[config.mk]
export PLATFORM = sky130hd
export DESIGN_NAME = fir_filter_fixed_point_unit
export DESIGN_NICKNAME = d
export VERILOG_FILES = /design/src/rtl/core/ffp_pkg.sv /design/src/rtl/core/ffp_ram.sv /design/src/rtl/core/ffp_mac.sv /design/src/rtl/core/fir_filter_fixed_point_unit.sv
export SDC_FILE = /design/constraint.sdc
export NUM_CORES = 2
export LEC_CHECK = 0
export BUFFER_PORTS_ARGS = -buffer_cell sky130_fd_sc_hd__buf_2
export CORE_MARGIN = 2
export CORE_UTILIZATION = 70
export DETAILED_ROUTE_END_ITERATION = 8
export PLACE_DENSITY = 0.89
export SETUP_SLACK_MARGIN = 0.1
export SLEW_MARGIN = 20
export SYNTH_ARGS = -nofsm -noshare
export SYNTH_HDL_FRONTEND = slang
export SYNTH_SLANG_ARGS = --single-unit
[constraint.sdc]
create_clock -name clk -period 25.1 [get_ports clk]
set_clock_uncertainty 0.15 [all_clocks]
set_input_delay 3.765 -clock clk [delete_from_list [all_inputs] [get_ports clk]]
set_output_delay 3.765 -clock clk [all_outputs]
set_load 0.02 [all_outputs]
[src/rtl/core/ffp_pkg.sv]
package ffp_pkg;

	localparam int SAMPLE_W = 32;
	localparam int WEIGHT_W = 16;
	localparam int PROD_W = SAMPLE_W + WEIGHT_W;
	localparam int ACC_W = 64;
	localparam int TAP_W = 5;
	localparam int SHIFT_W = 6;
	localparam int CFG_IDX_W = 2;
	localparam int CFG_DATA_W = 6;
	localparam int BUILTIN_TAPS = 21;

	localparam logic [CFG_IDX_W-1:0] REG_TAP_COUNT = 2'd0;
	localparam logic [CFG_IDX_W-1:0] REG_RESULT_SHIFT = 2'd1;

	localparam logic [TAP_W-1:0] TAP_COUNT_RESET = 5'd21;
	localparam logic [SHIFT_W-1:0] RESULT_SHIFT_RESET = 6'd31;

	localparam logic signed [WEIGHT_W-1:0] WEIGHTS [BUILTIN_TAPS] = '{
		-16'sd1318, -16'sd3829, -16'sd4009, -16'sd717, 16'sd3359, 16'sd2177,
		-16'sd3706, -16'sd5613, 16'sd4154, 16'sd20372, 16'sd28471, 16'sd20372,
		16'sd4154, -16'sd5613, -16'sd3706, 16'sd2177, 16'sd3359, -16'sd717,
		16'sd4009, -16'sd3829, -16'sd1318
	};

	typedef enum logic [2:0] {
		ST_IDLE  = 3'b001,
		ST_RUN   = 3'b010,
		ST_DRAIN = 3'b100
	} state_t;

	typedef struct packed {
		logic             clear;
		logic             issue;
		logic             ok;
		logic [TAP_W-1:0] k;
	} mac_ctl_t;

	function automatic logic signed [WEIGHT_W-1:0] tap_weight(input logic [TAP_W-1:0] k);
		logic signed [WEIGHT_W-1:0] w;
		w = '0;
		if (int'(k) < BUILTIN_TAPS) begin
			w = WEIGHTS[k];
		end
		return w;
	endfunction

endpackage

[src/rtl/core/ffp_ram.sv]
module ffp_ram #(
	parameter int WIDTH = 32,
	parameter int DEPTH = 21
) (
	input  logic                                      clk,
	input  logic                                      we,
	input  logic [(DEPTH > 1 ? $clog2(DEPTH) : 1)-1:0] waddr,
	input  logic [WIDTH-1:0]                          wdata,
	input  logic                                      re,
	input  logic [(DEPTH > 1 ? $clog2(DEPTH) : 1)-1:0] raddr,
	output logic [WIDTH-1:0]                          rdata
);

	logic [WIDTH-1:0] mem [DEPTH];

	always_ff @(posedge clk) begin
		if (we) begin
			mem[waddr] <= wdata;
		end
		if (re) begin
			rdata <= mem[raddr];
		end
	end

endmodule

[src/rtl/core/ffp_mac.sv]
module ffp_mac (
	input  logic                                 clk,
	input  logic                                 arst_n,
	input  ffp_pkg::mac_ctl_t                    ctl,
	input  logic [ffp_pkg::SAMPLE_W-1:0]         rd_data,
	input  logic [ffp_pkg::SHIFT_W-1:0]          result_shift,
	output logic                                 busy,
	output logic [ffp_pkg::SAMPLE_W-1:0]         result
);

	import ffp_pkg::*;

	logic                       v_s1;
	logic                       ok_s1;
	logic [TAP_W-1:0]           k_s1;
	logic                       v_s2;
	logic signed [PROD_W-1:0]   prod_s2;
	logic signed [ACC_W-1:0]    acc_q;
	logic signed [SAMPLE_W-1:0] operand;
	logic signed [ACC_W-1:0]    shifted;

	always_ff @(posedge clk or negedge arst_n) begin
		if (!arst_n) begin
			v_s1 <= 1'b0;
			v_s2 <= 1'b0;
		end else begin
			v_s1 <= ctl.issue;
			v_s2 <= v_s1;
		end
	end

	always_ff @(posedge clk) begin
		ok_s1 <= ctl.ok;
		k_s1 <= ctl.k;
	end

	// Entries of the delay line that were never written read as zero.
	assign operand = ok_s1 ? $signed(rd_data) : '0;

	always_ff @(posedge clk) begin
		prod_s2 <= operand * tap_weight(k_s1);
		if (ctl.clear) begin
			acc_q <= '0;
		end else if (v_s2) begin
			acc_q <= acc_q + {{(ACC_W - PROD_W){prod_s2[PROD_W-1]}}, prod_s2};
		end
	end

	assign shifted = acc_q >>> result_shift;
	assign result = shifted[SAMPLE_W-1:0];
	assign busy = v_s1 | v_s2;

endmodule

[src/rtl/core/fir_filter_fixed_point_unit.sv]
// Direct-form FIR filter on signed 32-bit samples with a circular delay line held in a
// single dual-port RAM. Each accepted sample is written into the delay line, then one
// shared 32x16 multiplier and a 64-bit accumulator walk the taps in use, one RAM read
// a cycle, and the sum is shifted right arithmetically by result_shift before its low
// 32 bits are returned. The taps in use are n, tap_count clamped to 1..TAPS. The one
// RAM read port feeds the single multiply-accumulate, and in_stall is high outside
// idle, so a sample is accepted only after the previous one has walked its taps,
// drained the multiply-accumulate pipeline and found the output register free.
// The next sample is accepted as soon as the previous one has finished, even while its
// result waits to be taken.
// The delay line reads as zero after reset through per-entry valid flags, so there is
// no clearing pass. Configuration must only be written while the filter is idle.
module fir_filter_fixed_point_unit #(
	parameter int TAPS = 21
) (
	input  logic                            clk,
	input  logic                            arst_n,
	input  logic                            cfg_we,
	input  logic [ffp_pkg::CFG_IDX_W-1:0]   cfg_index,
	input  logic [ffp_pkg::CFG_DATA_W-1:0]  cfg_data,
	input  logic                            in_valid,
	output logic                            in_stall,
	input  logic [ffp_pkg::SAMPLE_W-1:0]    sample,
	output logic                            out_valid,
	input  logic                            out_stall,
	output logic [ffp_pkg::SAMPLE_W-1:0]    filtered_sample
);

	import ffp_pkg::*;

	localparam int AW = (TAPS > 1) ? $clog2(TAPS) : 1;
	localparam int CW = (AW > TAP_W) ? AW : TAP_W;
	localparam int NMAX = (TAPS < 31) ? TAPS : 31;

	state_t               state_q;
	state_t               state_d;
	logic [TAP_W-1:0]     tap_count_q;
	logic [SHIFT_W-1:0]   result_shift_q;
	logic [AW-1:0]        wp_q;
	logic [AW-1:0]        rd_idx_q;
	logic [TAP_W-1:0]     k_q;
	logic [TAPS-1:0]      valid_q;
	logic                 out_valid_q;
	logic [SAMPLE_W-1:0]  out_q;
	logic [TAP_W-1:0]     n;
	logic [AW-1:0]        wp_eff;
	logic [AW-1:0]        wp_next;
	logic                 in_acc;
	logic                 out_free;
	logic                 finish;
	logic                 last_tap;
	mac_ctl_t             ctl;
	logic [SAMPLE_W-1:0]  rd_data;
	logic                 mac_busy;
	logic [SAMPLE_W-1:0]  mac_result;

	always_comb begin
		if (tap_count_q == '0) begin
			n = TAP_W'(1);
		end else if (int'(tap_count_q) > NMAX) begin
			n = TAP_W'(NMAX);
		end else begin
			n = tap_count_q;
		end
	end

	assign wp_eff = (CW'(wp_q) >= CW'(n)) ? '0 : wp_q;
	assign wp_next = (CW'(wp_eff) + CW'(1) >= CW'(n)) ? '0 : wp_eff + AW'(1);

	assign in_stall = (state_q != ST_IDLE);
	assign in_acc = in_valid && !in_stall;
	assign out_free = !out_valid_q || !out_stall;
	assign finish = (state_q == ST_DRAIN) && !mac_busy && out_free;
	assign last_tap = (k_q == n - TAP_W'(1));

	always_ff @(posedge clk or negedge arst_n) begin
		if (!arst_n) begin
			tap_count_q <= TAP_COUNT_RESET;
			result_shift_q <= RESULT_SHIFT_RESET;
		end else if (cfg_we) begin
			unique case (cfg_index)
				REG_TAP_COUNT: tap_count_q <= cfg_data[TAP_W-1:0];
				REG_RESULT_SHIFT: result_shift_q <= cfg_data[SHIFT_W-1:0];
				default: ;
			endcase
		end
	end

	always_comb begin
		state_d = state_q;
		unique case (state_q)
			ST_IDLE: begin
				if (in_acc) begin
					state_d = ST_RUN;
				end
			end
			ST_RUN: begin
				if (last_tap) begin
					state_d = ST_DRAIN;
				end
			end
			ST_DRAIN: begin
				if (finish) begin
					state_d = ST_IDLE;
				end
			end
			default: state_d = ST_IDLE;
		endcase
	end

	always_ff @(posedge clk or negedge arst_n) begin
		if (!arst_n) begin
			state_q <= ST_IDLE;
			wp_q <= '0;
			rd_idx_q <= '0;
			k_q <= '0;
			valid_q <= '0;
			out_valid_q <= 1'b0;
		end else begin
			state_q <= state_d;
			if (in_acc) begin
				wp_q <= wp_next;
				rd_idx_q <= wp_eff;
				k_q <= '0;
				valid_q[wp_eff] <= 1'b1;
			end else if (state_q == ST_RUN) begin
				rd_idx_q <= (rd_idx_q == '0) ? AW'(n - TAP_W'(1)) : rd_idx_q - AW'(1);
				k_q <= k_q + TAP_W'(1);
			end
			if (finish) begin
				out_valid_q <= 1'b1;
			end else if (out_valid_q && !out_stall) begin
				out_valid_q <= 1'b0;
			end
		end
	end

	always_ff @(posedge clk) begin
		if (finish) begin
			out_q <= mac_result;
		end
	end

	assign ctl.clear = in_acc;
	assign ctl.issue = (state_q == ST_RUN);
	assign ctl.ok = valid_q[rd_idx_q];
	assign ctl.k = k_q;

	ffp_ram #(
		.WIDTH(SAMPLE_W),
		.DEPTH(TAPS)
	) u_history (
		.clk   (clk),
		.we    (in_acc),
		.waddr (wp_eff),
		.wdata (sample),
		.re    (ctl.issue),
		.raddr (rd_idx_q),
		.rdata (rd_data)
	);

	ffp_mac u_mac (
		.clk          (clk),
		.arst_n       (arst_n),
		.ctl          (ctl),
		.rd_data      (rd_data),
		.result_shift (result_shift_q),
		.busy         (mac_busy),
		.result       (mac_result)
	);

	assign out_valid = out_valid_q;
	assign filtered_sample = out_q;

	a_idle_pipe_empty: assert property (@(posedge clk) disable iff (!arst_n)
		(state_q == ST_IDLE) |-> !mac_busy)
		else $error("multiply-accumulate pipeline busy while idle");

	a_run_index_in_range: assert property (@(posedge clk) disable iff (!arst_n)
		(state_q == ST_RUN) |-> ((k_q < n) && (CW'(rd_idx_q) < CW'(n))))
		else $error("tap or delay-line index beyond taps in use");

	a_finish_loads_output: assert property (@(posedge clk) disable iff (!arst_n)
		finish |=> (out_valid && (filtered_sample == $past(mac_result))))
		else $error("finished result not presented");

endmodule

==> impl_results.md <==
* Initial drt markers at 7444
* Largest net degree at the start of global routing at 70
* Final setup violation count at 0
* RSZ-0062 raised after global routing: no
* Clk_lat worst skew at 730 ps
* Antenna violations before repair at 17
* I/O Buffers at just under 80
* Die X at just under 300 um
* Startpoint type of the worst setup path: register
* Most frequent cells in the layout: edfxtp_1, inv_1, nand2_1
* TritonCTS clock tree: done
* Placer Congestion at 1.00
* Post-CTS Setup Bufs at 0
* Crit-path max cell delay at approximately 970 ps
* Seq/Total Area, Yosys at roughly 44%
* Synth Net Count at around 5500
* DIE HEIGHT at about 290 um
* Die Area at roughly 0.086 sq mm
* Number of vias per cell at approximately 7.2
* Status: finished with violations
* H-Tree Level Count at 3
* Avg Inst Size Synth at approximately 12 sq um
* Hold Vio Cnt, Final at 0
* Number of I/O pins at 79
* Final antenna-violating net count at 0
* Vias in the first global route at roughly 42000
* Ys Warns at 0
* Crit-path max FO at 27
* WS Path Type: register to register
* Clock buffer depth at 3
* Worst-path clk slew at about 80 ps
* Final Non-Filler Cells at slightly below 6000
* Crit path capture type: register
* Cts hold-fix bufs at 0
* Post-synth cell types at 76
* Placed Cells at between 5000 and 6000
* Global-route wire length before repair at 272000 um
* Register bit total from synthesis at 907
* Rel. slew slack at about a quarter
* Starting Density at 70.9%
* Crit path time final at roughly 10000 ps
* Core Region at roughly 0.08 sq mm
* Inserted Clock Buffers at 87
* Synth Instances at 4790
* Number of synthesized flops with an enable pin at 736
* DP HPWL at 108000 um
* WP data required at roughly 26000 ps
* Worst slew pin tran at between 1000 and 1500 ps
* Crit share post-route at between 40 and 50%
* Top cells by area, synth: edfxtp_1, fa_1, mux4_2
* Layout cells sized above 1 at 13.1%
* WHS at between 200 and 250 ps
* Root buf cell: clkbuf_16
* Nets at approximately 5500
* Final wirelength at between 150000 and 200000 um
* Wire per inst at roughly 32 um
* Final slew viol count at 0
* Critical Path AT at between 10000 and 15000 ps
* Clock Sink Count at 907
* Initial DRT Pass Iterations at 9
* GR Overflow Total at 0
* Hold Crit Class: register to register
* Ys async rst share at under 10%
* Synth top area share at a little under two fifths
* Slowest CP cell: fa_1
* Commonest non-fill, non-tap cell in the layout: edfxtp_1
* Drt drc at around 220
* Setup TNS at 0 ps
* Critical Path Most Common Cell: fa_1
* PostCTS Resize Cnt at 0
* GRT Util Overall at a little over two fifths
* Failing checks: design-rule violations
* Area leader, netlist: edfxtp_1
* Vias at roughly 43000
* Post-Syn Area at between 0.05 and 0.06 sq mm
* Most used DFF post-synth: edfxtp_1
* FMAX at ~98 MHz
* Row count at about 110
* Synth-to-layout area growth at 7.51%
* Max-cap check violation count at 0
synth_stat cells (all sizes together), types with 24 or more instances:
cell,count
nand2,495
mux4,237
xnor2,82
ha,201
o21a,31
dfrtp,44
mux2,35
buf,67
nand3,30
and2,62
a211oi,28
nor2,427
or2,25
dfxtp,118
o211ai,30
nand4,27
o21ai,141
xor2,39
nor3,42
edfxtp,736
fa,487
a21o,65
clkbuf,182
nand2b,24
nor2b,28
a21oi,220
mux2i,137
inv,586
worst paths after layout:
kind | from | endpoint | slack (ps) | cells past startpoint
max in group asynchronous | arst_n | rd_idx_q[0] | 21220 | 2
min | u_mac.v_s1 | u_mac.v_s2 | 240 | 0
max | u_mac.k_s1[4] | u_mac.prod_s2[46] | 14920 | 26
min in group asynchronous | arst_n | valid_q[8] | 3050 | 2
min reg2reg | u_mac.v_s1 | u_mac.v_s2 | 240 | 0
max reg2reg | u_mac.k_s1[4] | u_mac.prod_s2[46] | 14920 | 26
area by class of cell:
class | instances | area [sq um]
Clock inverter | 55 | 616
Sequential cell | 907 | 25800
Antenna cell | 8 | 20.0
Tap cell | 1070 | 1340
Inverter | 588 | 2210
Fill cell | 4546 | 19500
Timing Repair Buffer | 132 | 796
Multi-Input combinational cell | 3046 | 29700
Clock buffer | 105 | 2300
metal layers:
layer	wire, um	up-vias	global-route usage [%]
li1	-	16500	-
met1	58500	20300	53.4
met2	84300	4604	65.5
met3	29000	1400	14.9
met4	18100	20	30.8
met5	282	-	0.908
cells by family (layout without fill, tap and decap cells):
kind of cell | after synthesis | count (layout) | share of synthesized area [%]
mux | 409 | 409 | 12.2
fa+ha+maj | 688 | 688 | 21.0
xor+xnor | 121 | 121 | 1.81
flops | 907 | 907 | 44.1
other cells | 0 | 8 | 0
simple gates | 1207 | 1207 | 8.89
compound gates | 621 | 621 | 6.61
buf+inv | 837 | 880 | 5.40
through the flow:
stage / utilization [%] / setup WS [ps] / area [sq um]
6_report: 76.3 / 14920 / 62800
5_1_grt: 76.3 / 14930 / 62800
4_1_cts: 76.2 / 15810 / 62800
3_5_place_dp: 72.7 / 16090 / 59900
3_3_place_gp: 72.7 / 16250 / 59900
2_1_floorplan: - / 17160 / 58400
state kept, by name, indices dropped and copies added, names as in the netlist, 3 cells and up:
signal	flops
result_shift_q	6
wp_q	5
u_history.mem	672
u_mac.prod_s2	48
rd_idx_q	5
filtered_sample	32
valid_q	21
u_mac.acc_q	64
u_history.rdata	32
state_q	3
u_mac.k_s1	5
k_q	5
tap_count_q	5
worst max-delay path: cells and delay by family, from the launching register on:
kind,cells,cell delay [ps]
AOI/OAI and AO/OA,9,2370
xor gates and xnor gates,1,140
adders and majority gates,7,4810
buffers and inverters,6,1330
DFF,1,860
and+or+nand+nor,3,450
Power is not shown: default switching activity piles up to over one toggle a cycle in this logic, so the estimate is an artifact.
